## src/rtl/kti_ram.sv

```systemverilog
// Generic single-write, single-read RAM with registered read data.
module kti_ram #(
	parameter int unsigned WIDTH = 32,
	parameter int unsigned DEPTH = 64
) (
	input  logic                     clk,
	input  logic                     we,
	input  logic [$clog2(DEPTH)-1:0] waddr,
	input  logic [WIDTH-1:0]         wdata,
	input  logic                     re,
	input  logic [$clog2(DEPTH)-1:0] raddr,
	output logic [WIDTH-1:0]         rdata
);

	logic [WIDTH-1:0] mem_q [DEPTH];

	// Write port
	always_ff @(posedge clk) begin
		if (we) begin
			mem_q[waddr] <= wdata;
		end
	end

	// Registered read port
	always_ff @(posedge clk) begin
		if (re) begin
			rdata <= mem_q[raddr];
		end
	end

endmodule

```

## config.mk

```make
export PLATFORM = sky130hd
export DESIGN_NAME = kti_ram
export DESIGN_NICKNAME = d
export VERILOG_FILES = /design/src/rtl/kti_ram.sv
export SDC_FILE = /design/constraint.sdc
export NUM_CORES = 2
export LEC_CHECK = 0
export ABC_AREA = 1
export BUFFER_PORTS_ARGS = -buffer_cell sky130_fd_sc_hd__buf_4
export CAP_MARGIN = 5
export CELL_PAD_IN_SITES_DETAIL_PLACEMENT = 1
export CELL_PAD_IN_SITES_GLOBAL_PLACEMENT = 2
export CORE_UTILIZATION = 44
export CTS_CLUSTER_SIZE = 14
export DETAILED_ROUTE_END_ITERATION = 8
export GPL_TIMING_DRIVEN = 0
export PLACE_DENSITY_LB_ADDON = 0.05
export SKIP_LAST_GASP = 1
export SYNTH_ARGS = -nofsm -noshare
export SYNTH_HDL_FRONTEND = slang
export SYNTH_SLANG_ARGS = --single-unit
```

## constraint.sdc

```tcl
create_clock -name clk -period 5.2 [get_ports clk]
set_clock_uncertainty 0.2 [all_clocks]
set_input_delay 0.52 -clock clk [delete_from_list [all_inputs] [get_ports clk]]
set_output_delay 0.52 -clock clk [all_outputs]
set_load 0.01 [all_outputs]
```

* Word level (Yosys, flattened, before mapping)
Memories as Yosys holds them, arrays and structs flattened. A register that Yosys moved wholly into a read port is not among the register bits. Index checks and enable logic that the tools add are counted.
Cells by class: multiplexer cells 2
Operators by type and width (count):
- 1-bit 2-to-1 mux | 2
Storage, ports and cells: bits in registers 0, bits in writable memories 2048, input port bits 47, output and inout bits 32, logic and storage cells 3, memories kept 1
Memory list:
- mem_q | depth 64, bits a word 32, rd ports 1, clocked after Yosys merged registers in 1, wr ports 1, line 15 | logic [WIDTH-1:0] mem_q [DEPTH];

* Depth between registers and ports, before layout
depth in word-level cells 2, depth in mapped cells 13, mapped depth without buffers 9

* Least setup slack after synthesis
Ideal clock, no wire load.
kind input -> register, from input we, to memory mem_q[48][0] (enable), setup time 0.502 ns, arrival 4.148 ns, data required time 4.498 ns, path slack 0.350 ns, stages 3, buffers on the path 1, cells stage by stage clkbuf_1 nand4_1 nor4_1
On the way: cells in the longest elaborated chain, start to end 2
Ends and longest elaborated chain:
- from (decl) | line 7 | input logic we,
- 1-bit 2-to-1 mux | line 19 | if (we) begin
- 1-bit 2-to-1 mux (implied by the code) | line 20 | mem_q[waddr] <= wdata;
- to (decl) | line 15
No other way between the ends.

==> flow_summary.yaml <==
status:
  status: "finished, violations left"
  violations: "capacitance limit, slew limit"
worst_setup_path:
  worstPathRequired_ps: 5730
  crit_family: "buffers and inverters"
  cp_slowest_cell: "clkbuf_1"
  critPathMaxStageDelay_ps: 980
  cp.arrival_ps: 4310
  crit_path_end_kind: "flop"
  critPathMaxFanout: 10
  crit_buf_inv: 3
  crit_chain: "buf_2, clkbuf_1, clkbuf_1, nand3_1, nand3_1, nand3_1, nand2_1, nand2_1, nand2_1"
  criticalPathCategory: "input pin to flop"
  startpoint_type: "input pin"
die:
  fp.dieH_um: 436
  pin_count: 79
  die-area_sq_um: 191000
  core_sq_um: 188000
  rows: 159
  fp.dieW_um: 436
  start_util_pct: 44.3
power_and_ir_drop:
  p_leak_nw: 34.2
  ir_drop_mv: 0.291
  powerDensity_nw_per_um2: 378
  power_w: 0.0364
global_routing:
  grt_max_degree: 65
  grt_usage_pct: 37.7
  antenna_found_initial: 34
  first_global_vias: 59100
  grt_pass1_wl_mm: 488
  grt_overflow: 0
job:
  drv_cap: 1
timing:
  slew_headroom_pct: -3.42
  setup_viol: 0
  hold_viol: 0
  rsz0062_at_grt: "no"
  post-route-period-util_pct: 72.7
  slew_viol_final: 11
  fin_crit_ps: 3780
  fmax_ghz: 0.264
  worstMarginPinSlew_ps: 1550
detailed_routing:
  via_count: 61300
  wl_per_cell_um: 36.6
  drt_pass1_iterations: 5
  ant_nets: 0
  drt_iter0_drc: 9310
  routed_wl_mm: 363
  via_per_inst: 6.19
  drc_errors: 0
synth:
  yosys-top-cells-area: "edfxtp_1 75%, nand3_1 11%, nand2_1 10%"
  ys_seq_area_share_pct: 75.2
  ys_types: 15
  synth_warnings: 0
  synth_top_cell_area_share_pct: 75.2
  syn_area_sq_um: 83100
  syn_nets: 6816
  ys_ff_latch: 2080
  synthCells: 6769
  synth_top_cell_by_area: "edfxtp_1"
  postSynthAreaPerCell_sq_um: 12.3
clock_tree:
  cts-buffers-inserted: 218
  cts_tree: "done"
  hold_buffers: 1
  cts.repair.resized: 0
  clk_pin_slew_ps: 60
  clk_latency_ps: 890
  clock_path_buffers: 3
  cts_setup_buffers: 0
  clock_sinks: 2080
  cts_root_buf: "clkbuf_16"
  cts_max_level: 4
final_layout:
  nNetsFinal: 7264
  final_cells: 9895
  area_growth_pct: 15.9
  final_util_pct: 51.3
  drive_gt1_share_pct: 12.3
placement:
  place_congestion: 0.927
  placed_cells: 9491
  port_buffers: 70
  dp_hpwl_mm: 246
min_path:
  hold_path.class: "input pin to flop"
-- placed cells by master, fill, tap and decap left out --
cell type	netlist	final
buf_1	40	40
buf_12	0	73
buf_16	0	18
buf_2	282	282
buf_4	45	176
buf_6	3	7
buf_8	2	3
bufinv_16	0	8
clkbuf_1	77	130
clkbuf_16	0	225
clkbuf_2	0	3
clkinv_1	0	57
clkinv_2	0	42
clkinv_8	0	4
clkinvlp_4	0	1
diode_2	0	8
dlygate4sd3_1	0	1
edfxtp_1	2080	2080
inv_1	9	9
inv_2	2	2
inv_4	1	1
inv_6	0	2
nand2_1	2248	2248
nand3_1	1907	1907
nand4_1	9	9
nor2_4	0	56
nor4_2	0	8
-- report_power, final --
| part | switching, W | leakage [nW] | internal (W) | total [W] |
|---|---|---|---|---|
| Clock | 0.00668 | 3.24 | 0.00825 | 0.0149 |
| Sequential | 0.0000332 | 18.7 | 0.0186 | 0.0186 |
| Combinational | 0.00225 | 12.2 | 0.000563 | 0.00281 |
-- synth_stat cells (all sizes together) --
| master | count |
|---|---|
| nand3 | 1907 |
| nor2 | 56 |
| nor4 | 8 |
| edfxtp | 2080 |
| inv | 12 |
| nand2 | 2248 |
| nand4 | 9 |
| clkbuf | 77 |
| buf | 372 |
-- kinds of logic after synthesis --
kind of cell / count (synthesis) / synth area share, %
buffers and inverters: 461 / 2.77
DFF: 2080 / 75.2
and+or+nand+nor: 4228 / 22.0
-- sequential cells by signal, summed over array words and instances, names as in the netlist --
signal	flops
rdata	32
mem_q	2048
-- stage by stage --
step                instance area (sq um)  worst slack (ps)  setup TNS, ps  hold slack, ps
floorplan                           83100               350              0             419
CTS                                 96300              1720              0            39.9
finish                              96300              1420              0            77.7
global route                        96300              1570              0            67.6
global placement                    86700             -7920       -3520970             689
detailed placement                  89700               812              0             709
-- worst paths after layout --
kind | startpoint | endpoint | slack (ps) | cells past startpoint
max | raddr[2] | rdata[16] | 1420 | 9
max reg2reg | mem_q[17][14] | rdata[14] | 2770 | 8
min | wdata[18] | mem_q[56][18] | 80 | 1
min reg2reg | mem_q[46][22] | rdata[22] | 730 | 8
-- metal layers --
layer	wire length [um]	global-route usage (%)
met1	142000	51.6
met2	162000	57.2
met3	35500	6.51
met4	22700	21.0
met5	43	0
-- final cells by class --
class | count | area (sq um)
diodes | 8 | 20.0
plain buffers | 449 | 2260
clock buffers | 281 | 5840
clock inverters | 114 | 754
fillers | 19100 | 91300
inverters | 12 | 47.5
multi-input cells | 4228 | 18800
flip-flops and latches | 2080 | 62500
well taps | 2495 | 3120
repair buffers | 228 | 3010
(Power assumes the default switching activity.)
