<file path="src/rtl/kti_pkg.sv">
// Shared types and constants for the keyframe track interpolator.
package kti_pkg;

	// Field widths
	localparam int unsigned TIME_W      = 32;
	localparam int unsigned VAL_W       = 32;
	localparam int unsigned FRAC_W      = 16;
	localparam int unsigned SEG_W       = 6;
	localparam int unsigned KEY_IDX_W   = 6;
	localparam int unsigned NUM_KEYS_W  = 7;
	localparam int unsigned STATUS_W    = 2;

	// Default track depth
	localparam int unsigned MAX_KEYS_DEF = 64;

	// Operation codes
	localparam logic OP_WRITE = 1'b0;
	localparam logic OP_QUERY = 1'b1;

	// Result status codes
	localparam logic [STATUS_W-1:0] ST_OK           = 2'd0;
	localparam logic [STATUS_W-1:0] ST_PAST_LAST    = 2'd1;
	localparam logic [STATUS_W-1:0] ST_ZERO_SPAN    = 2'd2;
	localparam logic [STATUS_W-1:0] ST_BEFORE_FIRST = 2'd3;

	typedef struct packed {
		logic                        operation;
		logic [KEY_IDX_W-1:0]        key_index;
		logic [TIME_W-1:0]           key_time;
		logic signed [VAL_W-1:0]     key_x;
		logic signed [VAL_W-1:0]     key_y;
		logic signed [VAL_W-1:0]     key_z;
		logic [TIME_W-1:0]           query_time;
	} req_item_t;

	typedef struct packed {
		logic signed [VAL_W-1:0]     out_x;
		logic signed [VAL_W-1:0]     out_y;
		logic signed [VAL_W-1:0]     out_z;
		logic [SEG_W-1:0]            segment;
		logic [STATUS_W-1:0]         status;
	} rsp_item_t;

	// One stored key as it sits in the key memory
	typedef struct packed {
		logic [TIME_W-1:0]           ktime;
		logic signed [VAL_W-1:0]     kx;
		logic signed [VAL_W-1:0]     ky;
		logic signed [VAL_W-1:0]     kz;
	} key_entry_t;

endpackage

</file>
<file path="src/rtl/kti_div.sv">
// Radix-2 restoring divider for the interpolation factor (fraction-only quotient).
module kti_div #(
	parameter int unsigned DW = kti_pkg::TIME_W,
	parameter int unsigned QW = kti_pkg::FRAC_W
) (
	input  logic          clk,
	input  logic          arst_n,
	input  logic          start,
	input  logic [DW-1:0] num,
	input  logic [DW-1:0] den,
	output logic          done,
	output logic [QW-1:0] quo
);

	localparam int unsigned CW = (QW > 1) ? $clog2(QW) : 1;

	logic          busy_q;
	logic          done_q;
	logic [CW-1:0] cnt_q;
	logic [DW-1:0] rem_q;
	logic [DW-1:0] den_q;
	logic [QW-1:0] quo_q;
	logic [DW:0]   shifted;
	logic [DW:0]   diff;
	logic          take;

	// One quotient bit per cycle
	assign shifted = {rem_q, 1'b0};
	assign diff    = shifted - {1'b0, den_q};
	assign take    = (shifted >= {1'b0, den_q});

	// Sequence the steps and flag the last one
	always_ff @(posedge clk or negedge arst_n) begin
		if (!arst_n) begin
			busy_q <= 1'b0;
			done_q <= 1'b0;
			cnt_q  <= '0;
		end else begin
			done_q <= 1'b0;
			if (start) begin
				busy_q <= 1'b1;
				cnt_q  <= CW'(QW - 1);
			end else if (busy_q) begin
				if (cnt_q == '0) begin
					busy_q <= 1'b0;
					done_q <= 1'b1;
				end else begin
					cnt_q <= cnt_q - 1'b1;
				end
			end
		end
	end

	// Partial remainder and quotient
	always_ff @(posedge clk) begin
		if (start) begin
			rem_q <= num;
			den_q <= den;
			quo_q <= '0;
		end else if (busy_q) begin
			rem_q <= take ? diff[DW-1:0] : shifted[DW-1:0];
			quo_q <= {quo_q[QW-2:0], take};
		end
	end

	assign done = done_q;
	assign quo  = quo_q;

endmodule

</file>
<file path="config.mk">
export PLATFORM = sky130hd
export DESIGN_NAME = kti_div
export DESIGN_NICKNAME = d
export VERILOG_FILES = /design/src/rtl/kti_pkg.sv /design/src/rtl/kti_div.sv
export SDC_FILE = /design/constraint.sdc
export NUM_CORES = 1
export LEC_CHECK = 0
export ABC_AREA = 1
export ABC_CLOCK_PERIOD_IN_PS = 4500
export BUFFER_PORTS_ARGS = -buffer_cell sky130_fd_sc_hd__buf_2
export CAP_MARGIN = 30
export CELL_PAD_IN_SITES_DETAIL_PLACEMENT = 1
export CELL_PAD_IN_SITES_GLOBAL_PLACEMENT = 1
export CORE_UTILIZATION = 45
export DETAILED_ROUTE_END_ITERATION = 16
export PLACE_DENSITY = 0.92
export SLEW_MARGIN = 20
export SYNTH_ARGS = -nofsm -noshare
export SYNTH_HDL_FRONTEND = slang
export SYNTH_SLANG_ARGS = --single-unit
</file>
<file path="constraint.sdc">
create_clock -name clk -period 4.5 [get_ports clk]
set_input_delay 0.45 -clock clk [delete_from_list [all_inputs] [get_ports clk]]
set_output_delay 0.45 -clock clk [all_outputs]
set_load 0.03 [all_outputs]
</file>
### Word-level counts from Yosys, hierarchy flattened

Index checks and enable logic that the tools add are counted.

* muxes and demuxes: 12
* equal/unequal tests: 1
* add/sub/neg operators: 2
* magnitude comparators: 1
* reduce and logical (&&, ||, !) cells: 3

Operators with widths (count)
* two-way mux 32 bit: 3
* greater-or-equal comparator 33 x 32 -> 1 bit: 1
* subtractor 32 bit: 1
* two-way mux 4 bit: 3
* two-way mux 1 bit: 6
* zero test 4 bit: 1
* subtractor 4 x 1 -> 4 bit, second input constant: 1
* != test 2 bit, second input constant: 1
* AND reduction 2 bit: 1
* nonzero test 2 bit: 1

* output and inout port bits: 17
* input port bits: 67
* bits in registers: 86

### Longest topological paths before layout

Gate-level depths: netlist of run 1.

* word-level depth: 4
* gate-level depth with buffers: 17
* mapped depth without buffers: 16

### Worst setup path after synthesis of run 1

OpenSTA, ideal clock, no wires.

* kind: input -> register
* from: input start
* to: register rem_q[0], enable pin
* slack: 2384 ps
* buffers on the path: 1
* arrival: 1707 ps
* setup time: 409 ps
* data required time: 4091 ps
* stages: 3
* path through: nor2_1 -> clkinv_1 -> clkbuf_1

* longest elaborated chain between the ends: 1

Ends and longest elaborated chain
* start, declared: RTL line kti_div.sv:8 `input logic start,`
* nonzero test 2 bit (no line)
* end signal, assigned: RTL line kti_div.sv:57 `rem_q <= num;`
* end signal, assigned: RTL line kti_div.sv:61 `rem_q <= take ? diff[DW-1:0] : shifted[DW-1:0];`
* end, declared: RTL line kti_div.sv:20 `logic [DW-1:0] rem_q;`

Every way passes these cells.
A chain may end at the register's enable or synchronous reset.

### Worst setup path in the final report of run 1

* from: register rem_q[17]
* to: register rem_q[4] (data pin)

* longest elaborated chain between the ends: 4

Ends and longest elaborated chain
* greater-or-equal comparator 33 x 32 -> 1 bit: RTL line kti_div.sv:30 `assign take = (shifted >= {1'b0, den_q});`
* two-way mux 32 bit: RTL line kti_div.sv:61
* two-way mux 32 bit: RTL line kti_div.sv:60 `end else if (busy_q) begin`
* two-way mux 32 bit: RTL line kti_div.sv:56 `if (start) begin`

Every way passes these cells. The select of a mux whose other input is x is not followed.

==> results.cfg, run 1 <==
[cts]
post_cts_resized = 0
cts_hold_buffers = 1
h-tree-depth = 3
cts.sinks = 86
clkTransAtPathRegs_ps = 80
clock_latency_ps = 360
clk_path_buf_depth = 2
ctsRootBufferMaster = clkbuf_16
cts_tree = built
cts_made_buffers = 9
post-cts-setup-buffers = 0

[place]
placed_area_um2 = 6780
dp_hpwl_um = 14300
gp_congestion = 0.904
place_inst = 1139
numPortBuffers = 83

[yosys]
synth_area_leaders = edfxtp_1 31%, nand2_1 20%, inv_1 11%
synth_fp_nets = 994
synthCells = 893
yosys_warnings = 0
syn-cell-area_um2 = 6220
avgSynthCellArea_um2 = 6.96
ys_seq_elements = 86
yosys.area.top_type = edfxtp_1
ys_types = 30
ys_seq_area_share_pct = 38.5
yosysTopAreaCellShare_pct = 30.9

[cells_and_area]
seq_area_um2 = 2390
mostFrequentLayoutCells = 331 x nand2_1, 185 x inv_1, 83 x buf_2
final_common_cell = nand2_1
finalInstanceArea_um2 = 7090
stdcell_count = 1156
drive_gt1_share_pct = 12.1
fill_cells = 1803
diodes = 0
synthToLayoutAreaGrowth_pct = 14.0
multiInputGateArea_um2 = 3010
fin_nets = 1076

[pwr]
power_mw = 4.42
irDropWorstVdd_mv = 0.391
p_per_area_nw_per_um2 = 623
power_leakage_nw = 3.85

[timing]
finalSetupTns_ps = 0
fmax_ghz = 0.359
period_share_pct = 61.9
maxSlewViolCount = 0
finalCriticalPeriod_ps = 2790
finalClockSkew_ps = 11.6
hold_viol = 0
finalSetupViolations = 0
rsz0062_at_grt = no
relSlewSlack_pct = 50.8
tightest_slew_ps = 738

[routing]
num_vias = 6000
drt-total-wl_um = 19200
wl_per_cell_um = 16.6
drt_first_pass_iters = 5
antenna_left = 0
drcViolationCount = 0
drtIter0Drc = 261
vias_per_cell = 5.19

[floorplanning]
die_y_um = 120
die-area_um2 = 14300
die_w_um = 120
start_util_pct = 46.6
core_um2 = 13300
io_pins = 84
rows = 42

[run_status]
status = finished, final reports clean

[global_route]
grt_use_total_pct = 28.2
grt_pass1_vias = 6319
antenna_found_initial = 0
grt_overflow = 0
grt_max_degree = 39
grt_pass1_wl_um = 31100

[setup_path]
critPathLaunchType = register
worstSetupPathType = register to register
endpoint_kind = register
worstRegToRegCells = 14
crit_fanout = 19
critPathRequiredTime_ps = 4610
worst_ep_arrival_time_ps = 2900

[run]
drv_cap = 0

[min_path]
hold-path-cell-count = 1
worstHoldPathType = input pin to register
-- metal layers --
layer  track usage, %  wire [µm]  up-vias
li1                 -          -     2938
met1             33.0       7990     2847
met2             50.1       9590      162
met3             6.56       1080       53
met4             10.2        579        0
met5                0          0        -
-- sequential cells by signal, summed over array words and instances, names as in the netlist --
name	count
rem_q	32
done	1
den_q	32
cnt_q	4
busy_q	1
quo	16
-- cells by family after synthesis --
family	Yosys count	synth area share [%]
xor+xnor	14	1.97
fa+ha+maj	34	6.96
simple gates	502	34.8
flops	86	38.5
buf+inv	205	13.1
compound gates	52	4.67
-- power breakdown --
group	leakage (nW)	internal (mW)	switching (mW)	total, mW
sequential	0.849	1.07	0.0901	1.16
combinational	2.85	0.845	1.64	2.49
clock	0.149	0.396	0.380	0.776
total	3.85	2.31	2.11	4.42
-- Yosys cell counts --
| cell | n |
|---|---|
| o21bai_1 | 3 |
| nor2_1 | 46 |
| a21oi_1 | 24 |
| nand3b_1 | 25 |
| ha_1 | 33 |
| o21ai_0 | 9 |
| nor3_1 | 4 |
| nor2_4 | 1 |
| edfxtp_1 | 64 |
| nand4_1 | 8 |
| or2_2 | 1 |
| inv_1 | 185 |
| nor2_2 | 4 |
| dfxtp_1 | 16 |
| nand2_2 | 3 |
| nand2_1 | 331 |
| clkinv_1 | 2 |
| clkbuf_1 | 8 |
| xnor2_1 | 13 |
| nand3_2 | 5 |
| o21a_1 | 2 |
| buf_6 | 5 |
| nand3_1 | 68 |
| nand2_4 | 1 |
| dfrtp_1 | 6 |
| and2_1 | 5 |
| fa_1 | 1 |
| o22ai_1 | 14 |
| buf_2 | 5 |
| xor2_1 | 1 |
-- path summary, 6_finish.rpt --
check | from | endpoint | slack, ps
setup reg to reg | rem_q[17]$_DFFE_PP_ | rem_q[4]$_DFFE_PP_ | 1710
hold reg to reg | quo[15]$_SDFFE_PP0P_ | quo[15]$_SDFFE_PP0P_ | 470
hold / removal | den[14] | den_q[14]$_DFFE_PP_ | 260
min in group asynchronous | arst_n | cnt_q[1]$_DFFE_PN0P_ | 460
setup / recovery | rem_q[17]$_DFFE_PP_ | rem_q[4]$_DFFE_PP_ | 1710
max in group asynchronous | arst_n | cnt_q[3]$_DFFE_PN0P_ | 3890
-- through the flow --
stage               hold WS, ps  util, %  setup slack (ps)
global route                247     53.1              1540
floorplan                   154        -              2380
CTS                         247     53.1              1740
global placement            280     50.8              1880
detailed placement          282     50.8              1770
finish                      256     53.1              1710
-- layout make-up --
cell class	instances	area share, %
clock buffers	9	3.18
clock inverters	7	1.04
inverters	187	9.90
multi-input cells	602	42.5
flip-flops and latches	86	33.7
well taps	176	3.11
repair buffers	89	6.53
-- worst max-delay path: stages, from the launching register on --
cell	delay, ps
edfxtp_1	440
ha_1	410
nand2_1	130
nand2_1	50
nand2_1	50
nand2_1	60
nand2_1	60
nand2_1	70
nand2_1	70
nand2_1	80
nor2_4	380
buf_4	390
nand3b_1	170
nand3_1	140
nand2_1	50
Power figures use the tool's default switching activity.
==> run 2: changes to the inputs <==
--- a/config.mk
+++ b/config.mk
@@ -5,15 +5,15 @@
 export SDC_FILE = /design/constraint.sdc
 export NUM_CORES = 1
 export LEC_CHECK = 0
-export ABC_AREA = 1
-export ABC_CLOCK_PERIOD_IN_PS = 4500
+export ABC_AREA = 0
+export ABC_CLOCK_PERIOD_IN_PS = 2790
 export BUFFER_PORTS_ARGS = -buffer_cell sky130_fd_sc_hd__buf_2
 export CAP_MARGIN = 30
 export CELL_PAD_IN_SITES_DETAIL_PLACEMENT = 1
 export CELL_PAD_IN_SITES_GLOBAL_PLACEMENT = 1
-export CORE_UTILIZATION = 45
+export CORE_UTILIZATION = 44
 export DETAILED_ROUTE_END_ITERATION = 16
-export PLACE_DENSITY = 0.92
+export PLACE_DENSITY = 0.86
 export SLEW_MARGIN = 20
 export SYNTH_ARGS = -nofsm -noshare
 export SYNTH_HDL_FRONTEND = slang
==> constraint.sdc (replaced) <==
create_clock -name clk -period 2.79 [get_ports clk]
set_input_delay 0.279 -clock clk [delete_from_list [all_inputs] [get_ports clk]]
set_output_delay 0.279 -clock clk [all_outputs]
set_load 0.03 [all_outputs]
==> run 2 against run 1 <==
Net effect:
- the flow now finishes with violations (setup timing)
- register-to-register slack worse by 2100 ps
- final area is 6.8% higher
- worst setup slack got worse by 2100 ps
- total power is 120% higher
- die area decreased by 12%
- fmax is 11% lower
==> results.cfg, run 2 <==
[run_status]
status = finished with violations
violations = setup timing

[yosys]
ys_async_sr_fraction_pct = 6.98
synth-edff-count = 64
yosysTopAreaCellShare_pct = 35.8
synth_area_leaders = edfxtp_1 36%, ha_1 7.7%, dfxtp_1 6.0%
ys.flop_type = edfxtp_1
yosys.area.top_type = edfxtp_1
yosys_warnings = 0
synthCells = 544
ys_types = 60
avgSynthCellArea_um2 = 9.86
synth_common_cells = 64 x edfxtp_1, 64 x inv_1, 57 x a21oi_1
ys_seq_area_share_pct = 44.6
syn-cell-area_um2 = 5370
synth_fp_nets = 645
ys_seq_elements = 86

[cts]
cts.sinks = 86
clock_latency_ps = 370
cts_made_buffers = 9
clk_path_buf_depth = 2
h-tree-depth = 3
clkTransAtPathRegs_ps = 80
ctsRootBufferMaster = clkbuf_16
cts_tree = built

[routing]
antenna_left = 0
wl_per_cell_um = 25.4
drt-total-wl_um = 21600
num_vias = 5295
drtIter0Drc = 490
drt_first_pass_iters = 5
vias_per_cell = 6.22
drcViolationCount = 0

[floorplanning]
die_y_um = 112
die_w_um = 112
rows = 39
start_util_pct = 46.0
core_um2 = 11700
io_pins = 84
die-area_um2 = 12600

[setup_path]
crit_fanout = 4
cp_top_family = simple AND/OR/NAND/NOR gates
endpoint_kind = register
crit_path_max_incr_delay_ps = 450
worstSetupPathType = register to register
critPathRequiredTime_ps = 2890
critPathLaunchType = register
crit_buf_inv = 2
worst_ep_arrival_time_ps = 3230
cp_slowest_cell = edfxtp_1
crit_chain = ha_1 -> buf_4 -> nand2_1 -> or3_4 -> nor4_4 -> a21oi_2 -> o21ai_2 -> a21oi_4 -> buf_12 -> mux2_4 -> mux2_2

[run]
drv_cap = 0

[place]
numPortBuffers = 83
dp_hpwl_um = 10100
place_ws_ps = -205
gp_congestion = 0.878

[cells_and_area]
diodes = 0
drive_gt1_share_pct = 41.4
final_common_cell = buf_2
mostFrequentLayoutCells = 82 x buf_2, 68 x buf_4, 64 x edfxtp_1
fill_cells = 1213
fin_nets = 804
post-route-util_pct = 65.0
synthToLayoutAreaGrowth_pct = 41.2

[timing]
tightest_slew_ps = 762
worst_slack_ps = -336
hold_viol = 0
fmax_ghz = 0.320
finalSetupTns_ps = -8190
finalCriticalPeriod_ps = 3130
maxSlewViolCount = 0
finalClockSkew_ps = 24.1
relSlewSlack_pct = 49.2
finalSetupViolations = 33
period_share_pct = 112
rsz0062_at_grt = yes

[global_route]
grt_use_total_pct = 29.5
grt_overflow = 0
grt_pass1_wl_um = 28800
grt_max_degree = 58
grt_pass1_vias = 5540
antenna_found_initial = 0

[pwr]
power_leakage_nw = 3.46
power_mw = 9.80
irDropWorstVdd_mv = 0.423
p_per_area_nw_per_um2 = 1290

[min_path]
worstHoldPathType = input pin to register
## run 2: cell types whose count changed in the layout (fill, tap and decap cells not counted), sizes merged, moves of 8 or more
cell,delta
a211oi,+22
a21o,+20
a21oi,+34
buf,+82
inv,-123
mux2,+8
mux2i,+19
nand2,-308
nand3,-66
nand3b,-24
o21a,+8
o21ai,+9
o22ai,-13
xor2,+12
## run 2: final cells by class
class	count	area [µm²]	share of cell area, %
Clock buffer	10	239	3.15
Clock inverter	6	66.3	0.875
Inverter	64	240	3.17
Multi-Input combinational cell	370	3190	42.1
Sequential cell	86	2390	31.6
Tap cell	143	179	2.36
Timing Repair Buffer	172	1270	16.8
## run 2: stage by stage
step,instances,area (µm²),hold slack [ps]
floorplan,544,5370,-16.6
detailed placement,803,6300,110
global placement,803,6300,104
global route,851,7570,75.7
CTS,842,7190,84.1
finish,851,7570,78.2
## run 2: cell families after synthesis
group | Yosys count | synth area share (%)
adder cells (fa/ha/maj) | 34 | 8.07
AO/OA/AOI/OAI | 162 | 20.4
XOR/XNOR | 28 | 4.57
buffers and inverters | 88 | 6.76
multiplexers | 27 | 5.22
AND/OR/NAND/NOR | 119 | 10.4
flip-flops | 86 | 44.6
## run 2: final timing paths
check	start	endpoint	slack, ps	depth (start not counted)
setup / recovery	rem_q[10]$_DFFE_PP_	rem_q[23]$_DFFE_PP_	-340	11
hold / removal	den[11]	den_q[11]$_DFFE_PP_	80	1
setup reg to reg	rem_q[10]$_DFFE_PP_	rem_q[23]$_DFFE_PP_	-340	11
hold reg to reg	cnt_q[3]$_DFFE_PN0P_	done$_DFF_PN0_	510	1
max in group asynchronous	arst_n	cnt_q[3]$_DFFE_PN0P_	2380	2
min in group asynchronous	arst_n	cnt_q[1]$_DFFE_PN0P_	270	2
## run 2: what timing repair did
item	4_1_cts	5_1_grt
resized for setup	69	68
setup buffers	21	9
setup endpoints to repair	31	33
cloned	2	1
hold buffers	1	0
pin swaps	38	30
endpoints found under the hold margin	6	0
## run 2: worst register-to-register path, delay by kind of cell (launching register included)
| family | cells | cell delay [ps] |
|---|---|---|
| multiplexers | 2 | 550 |
| AO/OA/AOI/OAI | 3 | 330 |
| adder cells (fa/ha/maj) | 1 | 360 |
| AND/OR/NAND/NOR | 3 | 850 |
| buffers and inverters | 2 | 330 |
| flip-flops | 1 | 450 |
## run 2: where the power goes
group,switching (mW),internal (mW)
clock network,0.548,0.724
registers,0.289,1.76
logic,3.49,2.98
total,4.33,5.46
## run 2: layer usage
metal	up-vias	GRT usage [%]	part of all wire [%]
li1	2271	-	-
met4	0	17.2	6.9
met1	2590	32.7	37
met3	138	5.83	6.2
met2	296	52.5	50
met5	-	0	0
